File: src/rtl/core/nalt_pkg.sv
// ----------------------------------------------------------------------------
// nalt_pkg
// Shared types and constants of the name to address lookup table.
// ----------------------------------------------------------------------------
package nalt_pkg;

  localparam int NAME_BYTES    = 12;
  localparam int NAME_W        = 8 * NAME_BYTES;
  localparam int DOMAIN_MAX    = 3;
  localparam int DEFAULT_COUNT = 14;
  localparam int IN_TDATA_W    = 112;
  localparam int OUT_TDATA_W   = 16;

  localparam logic [7:0] DOT_CHAR = 8'h2e;

  localparam logic [1:0] OP_LOOKUP = 2'd0;
  localparam logic [1:0] OP_INSERT = 2'd1;
  localparam logic [1:0] OP_CLEAR  = 2'd2;

  localparam logic [1:0] STATUS_OK       = 2'd0;
  localparam logic [1:0] STATUS_BAD_LEN  = 2'd1;
  localparam logic [1:0] STATUS_FULL     = 2'd2;

  localparam logic CFG_DOMAIN_CHARS  = 1'b0;
  localparam logic CFG_DOMAIN_LENGTH = 1'b1;

  // Default names, first character in the lowest byte.
  localparam logic [NAME_W-1:0] DEFAULT_NAMES [DEFAULT_COUNT] = '{
    96'h6d662e63626f,
    96'h6d662e737065,
    96'h6d662e627568,
    96'h6d662e73736f746167,
    96'h6d662e6d6f63,
    96'h6d662e6d6163,
    96'h646e672e636e74,
    96'h646e672e6370,
    96'h6d652e63626f,
    96'h6d652e737065,
    96'h6d652e627568,
    96'h6d652e73736f746167,
    96'h6d652e6d6f63,
    96'h6d652e6d6163
  };

  localparam logic [7:0] DEFAULT_ADDRS [DEFAULT_COUNT] = '{
    8'd1, 8'd2, 8'd3, 8'd4, 8'd5, 8'd6, 8'd9, 8'd10,
    8'd17, 8'd18, 8'd19, 8'd20, 8'd21, 8'd22
  };

  typedef struct packed {
    logic              active;
    logic              found;
    logic [3:0]        slen;
    logic [NAME_W-1:0] search;
    logic [7:0]        addr;
  } token_t;

endpackage

File: src/rtl/core/nalt_prep.sv
// ----------------------------------------------------------------------------
// nalt_prep
// Builds the search string and its length from a name and the domain.
// ----------------------------------------------------------------------------
module nalt_prep (
  input  logic [nalt_pkg::NAME_W-1:0] name,
  input  logic [3:0]                  name_length,
  input  logic [23:0]                 domain_chars,
  input  logic [1:0]                  domain_length,
  output logic [nalt_pkg::NAME_W-1:0] search,
  output logic [4:0]                  slen
);
  import nalt_pkg::*;

  logic       has_dot;
  logic       append;
  logic [4:0] len5;
  logic [4:0] dom_end;

  assign len5    = {1'b0, name_length};
  assign dom_end = len5 + {3'b0, domain_length};

  always_comb begin
    has_dot = 1'b0;
    for (int k = 0; k < NAME_BYTES; k++) begin
      if (5'(k) < len5 && name[8*k +: 8] == DOT_CHAR) begin
        has_dot = 1'b1;
      end
    end
  end

  assign append = !has_dot && (domain_length != 2'd0);
  assign slen   = append ? dom_end + 5'd1 : len5;

  always_comb begin
    for (int k = 0; k < NAME_BYTES; k++) begin
      if (5'(k) < len5) begin
        search[8*k +: 8] = name[8*k +: 8];
      end else if (append && 5'(k) == len5) begin
        search[8*k +: 8] = DOT_CHAR;
      end else if (append && 5'(k) <= dom_end) begin
        case (5'(k) - len5)
          5'd1:    search[8*k +: 8] = domain_chars[7:0];
          5'd2:    search[8*k +: 8] = domain_chars[15:8];
          default: search[8*k +: 8] = domain_chars[23:16];
        endcase
      end else begin
        search[8*k +: 8] = 8'd0;
      end
    end
  end

endmodule

File: config.mk
export PLATFORM = sky130hd
export DESIGN_NAME = nalt_prep
export DESIGN_NICKNAME = d
export VERILOG_FILES = /design/src/rtl/core/nalt_pkg.sv /design/src/rtl/core/nalt_prep.sv
export SDC_FILE = /design/constraint.sdc
export NUM_CORES = 1
export LEC_CHECK = 0
export BUFFER_PORTS_ARGS = -buffer_cell sky130_fd_sc_hd__buf_2
export CAP_MARGIN = 20
export CORE_ASPECT_RATIO = 1.25
export CORE_UTILIZATION = 49
export DETAILED_ROUTE_END_ITERATION = 10
export PLACE_DENSITY = 0.86
export SLEW_MARGIN = 5
export SYNTH_ARGS = -nofsm -noshare
export SYNTH_HDL_FRONTEND = slang
export SYNTH_SLANG_ARGS = --single-unit
File: constraint.sdc
create_clock -name vclk -period 4.93
set_input_delay 0.7395 -clock vclk [all_inputs]
set_output_delay 0.7395 -clock vclk [all_outputs]
set_load 0.03 [all_outputs]
==> impl_results.md, run 1 <==
* Synth Area in Simple Gates at 0.321
* GRT Util Overall at 0.427
* Top cells by area, synth: nand2_1 (11%), a22o_1 (7.8%), a21oi_1 (7.8%), o31ai_1 (6.9%), clkbuf_1 (5.2%)
* Hold path endpoint: search[47]
* Avg Synthesized Cell Area at 6.10 um2
* Gpl congestion at 1.13
* Xor and xnor area share after synthesis at 0.0120
* Drt drc at 0
* Fmax at 208 MHz
* Max Cap Viol at 0
* Vias at 7056
* Vias in the first global route at 6317
* Total wire length at 21200 um
* Area leader, netlist: nand2_1
* ANT cells at 0
* Hold Crit Depth at 4
* Clkbuf count at 0
* Largest family of logic cells by synthesized area: compound AO/OA/AOI/OAI gates
* Pin count of the biggest net entering global routing at 44
* Hold Buf Count CTS at 0
* TritonRoute pass-1 iters at 7
* Synth Instances at 718
* I/O Pins at 227
* Final worst-path setup slack at 117 ps
* Initial antenna violation count at 0
* Final slew viol count at 0
* Synth Area in Compound Gates at 0.508
* Core footprint at 8700 um2
* CP required at 4190 ps
* Routed WL per cell at 20.7 um
* Synthesized area at 4380 um2
* Port Buffers at 227
* Status: completed
* # fillers at 811
* Post-CTS Resized at 0
* Die outline height at 108 um
* CP Launch Point: name_length[1]
* Setup bufs post-CTS at 0
* CP Capture Type: output pin
* Kind of critical path: primary input to output pin
* Maximum VDD drop at 91.9 uV
* Max-Slew Margin vs Limit at 0.316
* Drt first-iter violations at 841
* Top cells by count, synth: nand2_1 (124), a21oi_1 (68), clkbuf_1 (61), nor2_1 (53), o31ai_1 (40)
* Adder-cell share of the synthesized area at 0.0445
* Gr ovfl total at 0
* Area Overhead vs Synth at 35.1%
* Post-route cell area at 5920 um2
* P_leak at 2.89 nW
* Nets at 1050
* Initial Utilization at 0.504
* DP Wirelength at 15600 um
* Die Width at 86.6 um
* Least-Margin Pin Slew at 1020 ps
* Share of cells above drive strength 1 at 0.357
* Via density at 6.87
* RSZ-0062 raised after global routing: true
* Cell Pwr Density at 136 nW/um2
* Post-layout minimum cycle time at 4810 ps
* Tcrit/Tclk final at 0.976
* First-pass GRT wire length at 31400 um
* Multi-input logic area at 4300 um2
* Ys Warns at 0
* Place WS at 202 ps
* HP Start: name[47]
* Worst Setup Start Kind: primary input
* Area post-placement at 5920 um2
* Mux share of post-synthesis cell area at 0.0368
* DIE AREA at 9330 um2
* Row count at 38
* Syn Nets at 859
* Seq cells at 0
* Post-synthesis sequential area ratio at 0
* Reg area at 0 um2
* Routed Antenna Nets at 0
* CP max FO at 8
* HP Class: primary input to output pin
* Critical path data arrival time at 4070 ps
* Final setup violating endpoints at 0
* Distinct cells, synth at 63
* Count leader, synth: nand2_1
* Hold Vio Cnt, Final at 0
* Post-synth top area share at 0.106
==> layout make-up <==
type                            instances  area share
Tap cell                              120      0.0254
Timing Repair Buffer                  262       0.238
Multi-Input combinational cell        631       0.727
Inverter                               14     0.00888
==> placed cells by master, fill, tap and decap left out, types with 14 or more instances in the layout <==
cell | Yosys | final
ha_1 | 14 | 14
nand2_1 | 124 | 123
a21oi_1 | 68 | 68
buf_4 | 0 | 34
o31ai_2 | 0 | 34
a22oi_1 | 18 | 18
a32o_1 | 14 | 14
nor2_1 | 53 | 53
nand3_1 | 16 | 16
nand2b_1 | 16 | 16
mux2i_1 | 15 | 15
a21o_1 | 22 | 22
o21ai_0 | 22 | 22
buf_2 | 11 | 227
a22o_1 | 39 | 39
==> how the worst max path moves through the flow <==
stage | endpoint | slack [ps] | depth (start not counted)
2_1_floorplan | search[73] | -240 | 11
3_3_place_gp | search[87] | 320 | 13
3_5_place_dp | search[36] | 200 | 12
4_1_cts | search[36] | 200 | 12
5_1_grt | search[73] | -5 | 13
6_report | search[36] | 120 | 12
==> stage by stage <==
stage / hold WS, ps / std cells / setup TNS, ps / utilization / total power (W)
after floorplan: 1650 / 718 / -1510 / - / 0.000535
after global placement: 1830 / 1027 / 0 / 0.680 / 0.000772
after detailed placement: 1840 / 1027 / 0 / 0.680 / 0.000781
after CTS: 1840 / 1027 / 0 / 0.680 / 0.000784
after global routing: 1860 / 1027 / -4.85 / 0.680 / 0.000846
final: 1840 / 1027 / 0 / 0.680 / 0.000807
==> per-layer routing <==
metal,track usage,wire (um)
met3,0.0859,2960
met2,0.698,9340
met5,0,0
met4,0.287,1810
met1,0.499,7100
==> worst max-delay path, cell delays in order <==
cell and delay [ps]:
buf_2 90, inv_1 50, ha_1 340, ha_1 250
or4b_2 610, nor4_1 410, or4_1 260, nor4_4 80
buf_4 180, a31oi_1 580, a32o_1 280, buf_2 190
==> logic make-up (layout without fill, tap and decap cells) <==
logic type / count (synthesis) / in the layout
muxes: 16 / 16
and+or+nand+nor: 287 / 287
buffers and inverters: 87 / 276
AOI/OAI and AO/OA: 307 / 307
adders and majority gates: 15 / 15
xor gates and xnor gates: 6 / 6
==> power breakdown <==
| part | internal (W) | leakage, nW | switching (W) |
|---|---|---|---|
| sequential | 0 | 0 | 0 |
| clock | 0 | 0 | 0 |
| combinational | 0.000267 | 2.89 | 0.000540 |
Note: power is estimated with default switching activity, not from simulation.
==> run 2: changes to the inputs <==
--- a/config.mk
+++ b/config.mk
@@ -8,6 +8,7 @@
 export BUFFER_PORTS_ARGS = -buffer_cell sky130_fd_sc_hd__buf_2
 export CAP_MARGIN = 20
 export CORE_ASPECT_RATIO = 1.25
+export CORE_MARGIN = 5
 export CORE_UTILIZATION = 49
 export DETAILED_ROUTE_END_ITERATION = 10
 export PLACE_DENSITY = 0.86
==> run 2 against run 1 <==
Net effect:
- cell area is 0.13% lower
- first-iteration DRC count is 2.5% higher
- final cell count hardly changed
- flip-flop and latch count stayed put
- maximum frequency is 3.3% higher
- hold slack better by 5.9 ps
- via count is 0.27% higher
- clock-buffer cell count stayed put
- combinational power hardly changed
- sequential share of layout area stayed put
- total power hardly changed
- setup slack better by 150 ps
- critical path type unchanged
==> impl_results.md, run 2 (synthesis results as in run 1) <==
* CP required at 4190 ps (about the same)
* Row count at 38 (unchanged)
* Hold Vio Cnt, Final at 0 (unchanged)
* Total wire length at 21900 um (+3.4%)
* Vias in the first global route at 6522 (+3.2%)
* Final slew viol count at 0 (unchanged)
* Share of cells above drive strength 1 at 0.357 (-0.000709)
* Setup tns final at 0 ps (unchanged)
* Least-Margin Pin Slew at 1010 ps (-7.50 ps)
* Post-placement cell count at 1025 (-0.19%)
* Die Width at 94.6 um (+9.2%)
* Die outline height at 116 um (+7.4%)
* Tcrit/Tclk final at 0.945 (-0.0310)
* Clock power share at 0 (unchanged)
* RSZ-0062 raised after global routing: false
* Max Cap Viol at 0 (unchanged)
* Critical path data arrival time at 3920 ps (-150 ps)
* HP Class: primary input to output pin
* Kind of critical path: primary input to output pin
* Routed Antenna Nets at 0 (unchanged)
* Non-filler cells, final at 1026 (-0.097%)
* Reg area at 0 um2 (unchanged)
* Area Overhead vs Synth at 34.9%
* Gpl congestion at 1.10 (-2.2%)
* Sequential power share at 0 (unchanged)
* Hold Buf Count CTS at 0 (unchanged)
* TritonRoute pass-1 iters at 8 (+1)
* # fillers at 819 (+0.99%)
* Post-CTS Resized at 0 (unchanged)
* GRT Util Overall at 0.378 (-0.0498)
* Via density at 6.90 (+0.37%)
* Drt first-iter violations at 862 (+2.5%)
* Nets at 1049 (-0.095%)
* CP Launch Point: name_length[1]
* ANT cells at 0 (unchanged)
* Core footprint at 8700 um2 (unchanged)
* Drt drc at 0 (unchanged)
* Max-Slew Margin vs Limit at 0.321 (+0.00502)
* Initial Utilization at 0.504 (unchanged)
* DIE AREA at 10900 um2 (+17%)
* Final setup violating endpoints at 0 (unchanged)
* Multi-input logic area at 4300 um2 (unchanged)
* Int Power at 0.000266 W (-0.19%)
* Net switching power at 0.000540 W (about the same)
* Cell Pwr Density at 136 nW/um2 (about the same)
* I/O Pins at 227 (unchanged)
* Clkbuf count at 0 (unchanged)
* DP Wirelength at 16400 um (+5.4%)
* Final hold slack at 1840 ps (+5.88 ps)
* First-pass GRT wire length at 33100 um (+5.5%)
* Setup bufs post-CTS at 0 (unchanged)
* Seq cells at 0 (unchanged)
* Initial antenna violation count at 0 (unchanged)
* Worst Setup Start Kind: primary input
* Combinational Power Share at 1.000 (about the same)
* Gr ovfl total at 0 (unchanged)
* Vias at 7075 (+0.27%)
* Commonest non-fill, non-tap cell in the layout: buf_2
* Post-layout minimum cycle time at 4660 ps (-153 ps)
* Most frequent cells in the layout: buf_2 (227), nand2_1 (123), a21oi_1 (68), nor2_1 (53), a22o_1 (39)
* Routed WL per cell at 21.4 um (+3.5%)
* Sw frac at 0.670 (about the same)
* P_leak at 2.88 nW (-0.20%)
* CP Capture Type: output pin
* Worst setup path endpoint: search[32]
* Port Buffers at 227 (unchanged)
* Fmax at 215 MHz (+3.3%)
* Status: completed
* Pin count of the biggest net entering global routing at 53 (+20%)
* Maximum VDD drop at 97.0 uV (+5.5%)
* CP max FO at 8 (unchanged)
==> run 2: cell types whose count changed in the layout (fill, tap and decap cells not counted), sizes merged <==
cell	before	now
buf	262	261
==> run 2: cell type report <==
class,instances,share of cell area
Multi-Input combinational cell,631,0.728
Timing Repair Buffer,261,0.238
Tap cell,120,0.0254
Inverter,14,0.00889
==> run 2: how the worst min path moves through the flow <==
stage | slack [ps] | depth (start not counted) | to | from
6_report | 1840 | 4 | search[84] | name[84]
3_3_place_gp | 1840 | 4 | search[31] | name[31]
4_1_cts | 1840 | 4 | search[4] | name[4]
2_1_floorplan | 1650 | 2 | search[24] | name[24]
5_1_grt | 1860 | 4 | search[84] | name[84]
3_5_place_dp | 1840 | 4 | search[4] | name[4]
==> run 2: per-stage QoR <==
stage / instance area (um2) / total power [W] / worst slack (ps) / utilization
2_1_floorplan: 4640 / 0.000535 / -242 / -
3_3_place_gp: 5900 / 0.000781 / 386 / 0.678
3_5_place_dp: 5900 / 0.000785 / 230 / 0.678
4_1_cts: 5900 / 0.000787 / 233 / 0.678
5_1_grt: 5910 / 0.000852 / 21.7 / 0.679
6_report: 5910 / 0.000806 / 270 / 0.679
==> run 2: critical path: stages <==
cell and delay (ps):
buf_2 90, inv_1 50, ha_1 320, ha_1 250, or4b_2 610, nor4_1 490, or4_1 260, nor4_4 80
a31oi_1 560, a32o_1 280, buf_2 200
==> run 2: layer usage <==
metal  vias up  track usage  share of wire
li1       3138            -              -
met1      3175        0.453           0.34
met2       591        0.608           0.44
met3       171       0.0877           0.14
met4         0        0.233          0.077
met5         -            0              0
==> run 2: power by group through the flow <==
stage / sequential (W) / clock [W] / combinational [W]
5_1_grt: 0 / 0 / 0.000852
3_5_place_dp: 0 / 0 / 0.000785
3_3_place_gp: 0 / 0 / 0.000781
4_1_cts: 0 / 0 / 0.000787
2_1_floorplan: 0 / 0 / 0.000535
6_report: 0 / 0 / 0.000806
