### src/rtl/core/nalt_pkg.sv
// ----------------------------------------------------------------------------
// nalt_pkg
// Shared types and constants of the name to address lookup table.
// ----------------------------------------------------------------------------
package nalt_pkg;

  localparam int NAME_BYTES    = 12;
  localparam int NAME_W        = 8 * NAME_BYTES;
  localparam int DOMAIN_MAX    = 3;
  localparam int DEFAULT_COUNT = 14;
  localparam int IN_TDATA_W    = 112;
  localparam int OUT_TDATA_W   = 16;

  localparam logic [7:0] DOT_CHAR = 8'h2e;

  localparam logic [1:0] OP_LOOKUP = 2'd0;
  localparam logic [1:0] OP_INSERT = 2'd1;
  localparam logic [1:0] OP_CLEAR  = 2'd2;

  localparam logic [1:0] STATUS_OK       = 2'd0;
  localparam logic [1:0] STATUS_BAD_LEN  = 2'd1;
  localparam logic [1:0] STATUS_FULL     = 2'd2;

  localparam logic CFG_DOMAIN_CHARS  = 1'b0;
  localparam logic CFG_DOMAIN_LENGTH = 1'b1;

  // Default names, first character in the lowest byte.
  localparam logic [NAME_W-1:0] DEFAULT_NAMES [DEFAULT_COUNT] = '{
    96'h6d662e63626f,
    96'h6d662e737065,
    96'h6d662e627568,
    96'h6d662e73736f746167,
    96'h6d662e6d6f63,
    96'h6d662e6d6163,
    96'h646e672e636e74,
    96'h646e672e6370,
    96'h6d652e63626f,
    96'h6d652e737065,
    96'h6d652e627568,
    96'h6d652e73736f746167,
    96'h6d652e6d6f63,
    96'h6d652e6d6163
  };

  localparam logic [7:0] DEFAULT_ADDRS [DEFAULT_COUNT] = '{
    8'd1, 8'd2, 8'd3, 8'd4, 8'd5, 8'd6, 8'd9, 8'd10,
    8'd17, 8'd18, 8'd19, 8'd20, 8'd21, 8'd22
  };

  typedef struct packed {
    logic              active;
    logic              found;
    logic [3:0]        slen;
    logic [NAME_W-1:0] search;
    logic [7:0]        addr;
  } token_t;

endpackage

### src/rtl/core/nalt_cell.sv
// ----------------------------------------------------------------------------
// nalt_cell
// One table entry; compares the passing search request and forwards it.
// ----------------------------------------------------------------------------
module nalt_cell #(
  parameter int INDEX   = 0,
  parameter int COUNT_W = 6
) (
  input  logic                        clk,
  input  logic                        rst,
  input  logic [COUNT_W-1:0]          count,
  input  logic                        wr_req,
  input  logic [nalt_pkg::NAME_W-1:0] wr_name,
  input  logic [7:0]                  wr_addr,
  input  nalt_pkg::token_t            tok_in,
  output nalt_pkg::token_t            tok_out
);
  import nalt_pkg::*;

  localparam logic [NAME_W-1:0] RST_NAME =
    (INDEX < DEFAULT_COUNT) ? DEFAULT_NAMES[INDEX % DEFAULT_COUNT] : '0;
  localparam logic [7:0] RST_ADDR =
    (INDEX < DEFAULT_COUNT) ? DEFAULT_ADDRS[INDEX % DEFAULT_COUNT] : 8'd0;

  logic [NAME_W-1:0] entry_name;
  logic [7:0]        entry_addr;
  logic              in_use;
  logic              hit;

  assign in_use = COUNT_W'(INDEX) < count;

  // An entry is rejected at the first differing byte inside the search
  // length, unless an equal zero byte came before it.
  always_comb begin
    logic prefix_ok;
    logic reject;
    prefix_ok = 1'b1;
    reject    = 1'b0;
    for (int k = 0; k < NAME_BYTES; k++) begin
      if (4'(k) < tok_in.slen) begin
        if (prefix_ok && entry_name[8*k +: 8] != tok_in.search[8*k +: 8]) begin
          reject = 1'b1;
        end
        prefix_ok = prefix_ok && (entry_name[8*k +: 8] == tok_in.search[8*k +: 8])
                    && (entry_name[8*k +: 8] != 8'd0);
      end
    end
    hit = in_use && !reject;
  end

  always_ff @(posedge clk) begin
    if (rst) begin
      entry_name <= RST_NAME;
      entry_addr <= RST_ADDR;
    end else if (wr_req && count == COUNT_W'(INDEX)) begin
      entry_name <= wr_name;
      entry_addr <= wr_addr;
    end
  end

  always_ff @(posedge clk) begin
    if (rst) begin
      tok_out.active <= 1'b0;
    end else begin
      tok_out.active <= tok_in.active;
    end
    tok_out.slen   <= tok_in.slen;
    tok_out.search <= tok_in.search;
    if (tok_in.active && !tok_in.found && hit) begin
      tok_out.found <= 1'b1;
      tok_out.addr  <= entry_addr;
    end else begin
      tok_out.found <= tok_in.found;
      tok_out.addr  <= tok_in.addr;
    end
  end

endmodule

### config.mk
export PLATFORM = sky130hd
export DESIGN_NAME = nalt_cell
export DESIGN_NICKNAME = d
export VERILOG_FILES = /design/src/rtl/core/nalt_pkg.sv /design/src/rtl/core/nalt_cell.sv
export SDC_FILE = /design/constraint.sdc
export NUM_CORES = 1
export LEC_CHECK = 0
export BUFFER_PORTS_ARGS = -buffer_cell sky130_fd_sc_hd__clkbuf_2
export CAP_MARGIN = 20
export CORE_ASPECT_RATIO = 0.6
export CORE_UTILIZATION = 47
export DETAILED_ROUTE_END_ITERATION = 16
export GPL_TIMING_DRIVEN = 0
export PLACE_DENSITY_LB_ADDON = 0.12
export SLEW_MARGIN = 20
export SYNTH_ARGS = -nofsm -noshare
export SYNTH_HDL_FRONTEND = slang
export SYNTH_SLANG_ARGS = --single-unit
### constraint.sdc
create_clock -name clk -period 2.45 [get_ports clk]
set_input_delay 0.245 -clock clk [delete_from_list [all_inputs] [get_ports clk]]
set_output_delay 0.245 -clock clk [all_outputs]
set_load 0.02 [all_outputs]
==> results of run 1 <==
## layer usage
metal  global-route usage [%]  wire (um)  vias up
met5                        0          0        -
met4                     13.9       1070        0
met2                     54.5      12600      340
met3                     7.21       1960       90
li1                         -          -     3721
met1                     39.9      11000     3626
## worst max-delay path by stage
stage / depth (start not counted) / end / start / slack (ns)
2_1_floorplan: 7 / tok_out[0] / tok_in[106] / 0.25
3_3_place_gp: 8 / tok_out[3] / tok_in[105] / -0.35
3_5_place_dp: 8 / tok_out[3] / tok_in[105] / -0.38
4_1_cts: 8 / tok_out[6] / entry_name[64] / 0.03
5_1_grt: 9 / tok_out[3] / tok_in[104] / -0.003
6_report: 10 / tok_out[4] / tok_in[92] / 0.08
## metrics by stage
step / setup WS [ns] / area (sq um) / utilization, %
2_1_floorplan: 0.251 / 7410 / -
3_3_place_gp: -0.346 / 9320 / 60.6
3_5_place_dp: -0.378 / 9320 / 60.6
4_1_cts: 0.0321 / 12100 / 78.4
5_1_grt: -0.00301 / 12100 / 78.6
6_report: 0.0807 / 12100 / 78.6
## timing repair
item	4_1_cts	5_1_grt
buffers inserted	2	0
pin swaps	1	1
setup endpoints to repair	8	23
resized for setup	1	10
hold buffers	210	0
endpoints found under the hold margin	210	0
gates cloned	0	0
## sequential cells by signal, indices dropped and copies added (netlist names)
signal / cells
entry_name: 96
tok_out: 110
entry_addr: 8
## cell families (layout without fill, tap and decap cells)
group,Yosys count,in the layout
AOI/OAI and AO/OA,107,107
xor gates and xnor gates,96,96
buffers and inverters,38,614
DFF,214,214
muxes,8,8
and+or+nand+nor,312,312
## synthesized netlist by cell type (2+ instances only)
| master | number | area share, % |
|---|---|---|
| o211ai_1 | 2 | 0.20 |
| xor2_1 | 6 | 0.71 |
| xnor2_1 | 90 | 11 |
| nand2_1 | 216 | 11 |
| a21oi_1 | 80 | 5.4 |
| a21o_1 | 2 | 0.20 |
| nand3b_1 | 27 | 2.7 |
| nor3_1 | 3 | 0.20 |
| mux2_2 | 7 | 1.1 |
| buf_2 | 3 | 0.20 |
| nand4_1 | 22 | 1.9 |
| nand3_1 | 5 | 0.34 |
| nand2b_1 | 3 | 0.25 |
| nor2_1 | 5 | 0.25 |
| buf_1 | 4 | 0.20 |
| o221ai_1 | 2 | 0.24 |
| dfxtp_1 | 214 | 58 |
| clkbuf_1 | 29 | 1.5 |
| nor4_1 | 20 | 1.7 |
| o21ai_0 | 13 | 0.88 |
| or4_1 | 4 | 0.41 |
## power groups by stage
stage                     logic [W]  registers [W]  clock network (W)
after floorplan            0.000162        0.00382                  0
after global placement     0.000640        0.00369                  0
after detailed placement   0.000642        0.00369                  0
after CTS                  0.000913        0.00362            0.00302
after global routing        0.00100        0.00363            0.00316
final                      0.000943        0.00362            0.00300
## critical path: cells and delay by family
| family | cells | cell delay (ns) |
|---|---|---|
| xor gates and xnor gates | 1 | 0.18 |
| muxes | 1 | 0.36 |
| buffers and inverters | 3 | 0.94 |
| and+or+nand+nor | 2 | 0.17 |
| AOI/OAI and AO/OA | 3 | 0.84 |
## layout make-up
class,instances,share of cell area [%]
Multi-Input combinational cell,523,24.8
Sequential cell,214,35.4
Clock buffer,28,4.65
Timing Repair Buffer,543,31.2
Tap cell,203,2.10
Clock inverter,5,0.414
Buffer,38,1.34
==> impl_metrics.py, run 1 <==
metrics = {
    "synth": {
        "yosys.area_share.simple_pct": 19.4,
        "ys_seq_elements": 214,
        "syn_inst": 775,
        "synth_cell_types": 39,
        "synth_compound_area_share_pct": 8.04,
        "synth_xor_area_share_pct": 11.4,
        "synth.area.mux_share_pct": 1.22,
        "synth_top_family_by_area": "simple AND/OR/NAND/NOR gates",
        "syn-num-nets": 998,
        "synthesis.area_sq_um": 7410,
        "synth_area_per_cell_sq_um": 9.56,
        "synth_edf_count": 0,
        "synthAdderAreaFrac_pct": 0,
        "yosys_warnings": 0,
        "synth_ff_type": "dfxtp_1",
        "ys_async_sr_fraction_pct": 0,
        "yosysSeqAreaShare_pct": 57.8,
    },
    "setup_path": {
        "reg2reg_to": "tok_out[4]",
        "required_ns": 2.82,
        "reg2reg_slack_ns": 0.16,
        "worstSetupPathType": "in -> reg",
        "critical-path-max-stage-delay_ns": 0.55,
        "r2r-start": "entry_name[81]",
        "cp_slowest_cell": "dlygate4sd3_1",
        "crit_fanout": 6,
        "path_cells": "dlygate4sd3_1 -> clkbuf_2 -> xor2_1 -> nor4_2 -> a41o_1 -> a211oi_2 -> nor3_2 -> o41ai_4 -> buf_4 -> mux2_2",
        "rr_worst_depth": 8,
        "cp-end-kind": "flop",
        "cp.arrival_ns": 2.74,
        "crit_path_start_kind": "input port",
    },
    "pwr": {
        "ir_drop_mv": 0.581,
        "p_switching_w": 0.00178,
        "p_leak_nw": 5.19,
        "internal_power_w": 0.00579,
        "pwr_density_cell_nw_per_um2": 626,
        "combPwrFrac_pct": 12.5,
        "p_clk_share_pct": 39.7,
        "total_power_w": 0.00757,
        "p_seq_share_pct": 47.8,
        "switching_share_pct": 23.5,
    },
    "layout": {
        "final-instance-count-excl-fill": 1554,
        "fillers": 967,
        "layout.nets": 1563,
        "multi_input_area_sq_um": 3000,
        "layout_commonest_cell": "clkbuf_2",
        "n_antenna_cell": 0,
        "final_cell_mix": "334 x clkbuf_2, 216 x nand2_1, 214 x dfxtp_1",
        "area_delta_synth_final_pct": 63.2,
        "regArea_sq_um": 4280,
        "drive_above_1_share_pct": 28.4,
    },
    "hold_path": {
        "whs_endpoint": "entry_name[90]",
        "worstHoldStart": "wr_name[90]",
        "hp-class": "in -> reg",
        "hold_depth": 3,
    },
    "global_routing": {
        "antenna_found_initial": 0,
        "grt_overflow": 0,
        "grt_first_pass_wirelength_um": 40900,
        "grtUsageTotal_pct": 32.3,
        "first_global_vias": 8017,
        "grt_max_degree": 15,
    },
    "place": {
        "dp_hpwl_um": 16800,
        "port_buffers": 331,
        "gp_congestion": 0.822,
        "dp.cells": 1309,
    },
    "timing": {
        "layout_min_cycle_time_ns": 2.37,
        "slew_viol_final": 0,
        "final-setup-viol-count": 0,
        "hold_slack_ns": 0.0168,
        "final.setup_skew_ns": 0.00983,
        "period_share_pct": 96.7,
        "slew-limit-headroom_pct": 49.6,
        "fin_tns_setup_ns": 0,
        "rsz0062_at_grt": "yes",
        "clock.fmax_mhz": 422,
        "hold_violations": 0,
        "tightest_slew_ns": 0.756,
    },
    "floorplan": {
        "die-area_sq_um": 16300,
        "start_util_pct": 48.2,
        "die_width_um": 164,
        "die_h_um": 99.2,
        "core_sq_um": 15400,
        "pin_count": 333,
        "rows": 35,
    },
    "drt": {
        "via_count": 7777,
        "totalWireLength_um": 26600,
        "wl_per_cell_um": 17.1,
        "drtIter0Drc": 432,
        "drtAntennaViolNets": 0,
        "via_per_inst": 5.00,
        "drc": 0,
        "first_pass_iters": 7,
    },
    "clock_network": {
        "path_clk_slew_ns": 0.06,
        "h-tree-depth": 1,
        "insertion_delay_ns": 0.49,
        "cts_sinks": 214,
        "clockRootBuffer": "clkbuf_16",
        "clock_path_buffers": 3,
        "cts_made_buffers": 20,
        "cts_tree": "yes",
    },
    "run_status": {
        "status": "finished, final reports clean",
    },
    "job": {
        "cap_violations": 0,
    },
}
No activity file was read; power rests on OpenSTA's default activity.
==> run 2, diff against run 1 <==
--- a/config.mk
+++ b/config.mk
@@ -10,7 +10,6 @@
 export CORE_ASPECT_RATIO = 0.6
 export CORE_UTILIZATION = 47
 export DETAILED_ROUTE_END_ITERATION = 16
-export GPL_TIMING_DRIVEN = 0
 export PLACE_DENSITY_LB_ADDON = 0.12
 export SLEW_MARGIN = 20
 export SYNTH_ARGS = -nofsm -noshare
==> run 2 against run 1 <==
  * Setup slack better by 0.071 ns
  * Non-clock buffer count down 27
  * Via count decreased by 2.3%
  * Design area increased by 0.46%
  * Clock skew up 0.0090 ns
  * Fmax grew 3.1%
  * Core utilization grew 0.36 points
  * Routed wire length fell by 3.4%
  * Count of clock-buffer cells in the layout is 2 lower
  * Clock power increased by 14%
  * Register-to-register slack improved by 0.02 ns
  * Highest routed layer unchanged
==> impl_metrics.py, run 2 (synthesis results as in run 1) <==
metrics = {
    "pwr": {
        "p_leak_nw": 5.25,
        "p_switching_w": 0.00180,
        "internal_power_w": 0.00616,
        "switching_share_pct": 22.7,
        "pwr_density_cell_nw_per_um2": 656,
        "p_seq_share_pct": 45.5,
        "p_clk_share_pct": 42.8,
        "total_power_w": 0.00796,
        "ir_drop_mv": 0.547,
        "combPwrFrac_pct": 11.7,
    },
    "setup_path": {
        "cp_slowest_cell": "dlygate4sd3_1",
        "worstSetupPathType": "in -> reg",
        "r2r-start": "entry_name[59]",
        "cp.arrival_ns": 2.67,
        "crit_family": "compound AO/OA/AOI/OAI gates",
        "rr_worst_depth": 8,
        "reg2reg_slack_ns": 0.18,
        "cp-end-kind": "flop",
        "crit_fanout": 9,
        "crit_path_start_kind": "input port",
        "critical-path-max-stage-delay_ns": 0.55,
        "critPathLaunch": "tok_in[92]",
        "required_ns": 2.82,
        "cp.depth": 10,
        "worst-path-buf-inv": 3,
        "endpoint": "tok_out[2]",
        "path_cells": "dlygate4sd3_1 -> clkbuf_2 -> xor2_1 -> nor4_1 -> a41o_1 -> a211oi_2 -> nor3_2 -> o41ai_4 -> buf_12 -> mux2_2",
        "reg2reg_to": "tok_out[6]",
    },
    "floorplan": {
        "start_util_pct": 48.2,
        "pin_count": 333,
        "die_width_um": 164,
        "die-area_sq_um": 16300,
        "rows": 35,
        "core_sq_um": 15400,
        "die_h_um": 99.2,
    },
    "hold_path": {
        "worstHoldStart": "tok_in[104]",
        "hp-class": "in -> reg",
    },
    "timing": {
        "setup_slack_ns": 0.152,
        "period_share_pct": 93.8,
        "hold_slack_ns": 0.0120,
        "hold_violations": 0,
        "slew-limit-headroom_pct": 65.1,
        "clock.fmax_mhz": 435,
        "slew_viol_final": 0,
        "final.setup_skew_ns": 0.0188,
        "final-setup-viol-count": 0,
        "layout_min_cycle_time_ns": 2.30,
        "tightest_slew_ns": 0.523,
    },
    "layout": {
        "layout_commonest_cell": "clkbuf_2",
        "largest_register": "tok_out",
        "largest_register_ffs": 110,
        "final_cell_mix": "330 x clkbuf_2, 215 x nand2_1, 214 x dfxtp_1",
        "area_delta_synth_final_pct": 63.9,
        "stdcell_area_sq_um": 12100,
        "post-route-util_pct": 79.0,
        "multi_input_area_sq_um": 2990,
        "n_antenna_cell": 0,
        "fillers": 1027,
        "regArea_sq_um": 4280,
        "drive_above_1_share_pct": 29.9,
        "largestRegisters": "tok_out (110), entry_name (96), entry_addr (8)",
        "layout.nets": 1536,
    },
    "global_routing": {
        "grtUsageTotal_pct": 30.9,
        "antenna_found_initial": 0,
        "grt_overflow": 0,
        "grt_max_degree": 105,
        "first_global_vias": 7736,
        "grt_first_pass_wirelength_um": 39000,
    },
    "drt": {
        "totalWireLength_um": 25700,
        "via_per_inst": 4.97,
        "via_count": 7595,
        "wl_per_cell_um": 16.8,
        "drtAntennaViolNets": 0,
        "first_pass_iters": 5,
        "drc": 0,
        "drtIter0Drc": 430,
    },
    "clock_network": {
        "cts_tree": "yes",
        "clockRootBuffer": "clkbuf_16",
        "path_clk_slew_ns": 0.07,
        "clock_path_buffers": 3,
        "cts_made_buffers": 20,
        "h-tree-depth": 1,
        "cts_sinks": 214,
        "insertion_delay_ns": 0.50,
    },
    "job": {
        "cap_violations": 0,
    },
    "place": {
        "dp_hpwl_um": 15600,
        "placed_area_sq_um": 9320,
        "pre_cts_slack_ns": -0.200,
        "port_buffers": 332,
        "gp_congestion": 0.835,
    },
    "run_status": {
        "status": "finished, final reports clean",
    },
}
-- run 2: cell type report --
type	instances	share of cell area, %
Clock buffer	26	4.73
Timing Repair Buffer	554	32.0
Multi-Input combinational cell	523	24.6
Clock inverter	9	1.22
Sequential cell	214	35.3
Tap cell	203	2.09
-- run 2: timing repair --
item,in CTS,in global routing
setup endpoints to repair,8,8
cloned,0,0
endpoints found under the hold margin,206,0
pin swaps,1,1
gates resized for setup,0,5
setup buffers,1,0
hold buffers,206,0
-- run 2: worst min-delay path by stage --
| stage | to | slack [ns] | depth (start not counted) |
|---|---|---|---|
| 6_report | tok_out[104] | 0.01 | 2 |
| 5_1_grt | entry_name[94] | 0.01 | 3 |
| 4_1_cts | entry_name[94] | 0.0004 | 3 |
| 3_5_place_dp | tok_out[34] | 0.38 | 1 |
| 3_3_place_gp | tok_out[28] | 0.38 | 1 |
| 2_1_floorplan | tok_out[100] | 0.27 | 0 |
-- run 2: through the flow --
step | setup TNS [ns] | instances
after floorplan | 0 | 775
after global placement | -0.520 | 1288
after detailed placement | -1.55 | 1288
after CTS | 0 | 1530
after global routing | -0.00506 | 1529
final | 0 | 1529
-- run 2: power groups by stage --
| stage | sequential (W) | clock, W | combinational [W] |
|---|---|---|---|
| 6_report | 0.00362 | 0.00341 | 0.000930 |
| 5_1_grt | 0.00363 | 0.00360 | 0.000987 |
| 4_1_cts | 0.00362 | 0.00344 | 0.000906 |
| 3_5_place_dp | 0.00369 | 0 | 0.000640 |
| 3_3_place_gp | 0.00369 | 0 | 0.000637 |
| 2_1_floorplan | 0.00382 | 0 | 0.000162 |
-- run 2: routing by layer --
layer  wire (um)  global-route usage (%)  vias up
met3        1900                    7.59       72
met4         929                    12.3        0
met1       10400                    36.7     3531
li1            -                       -     3667
met2       12500                    53.5      325
met5           0                       0        -
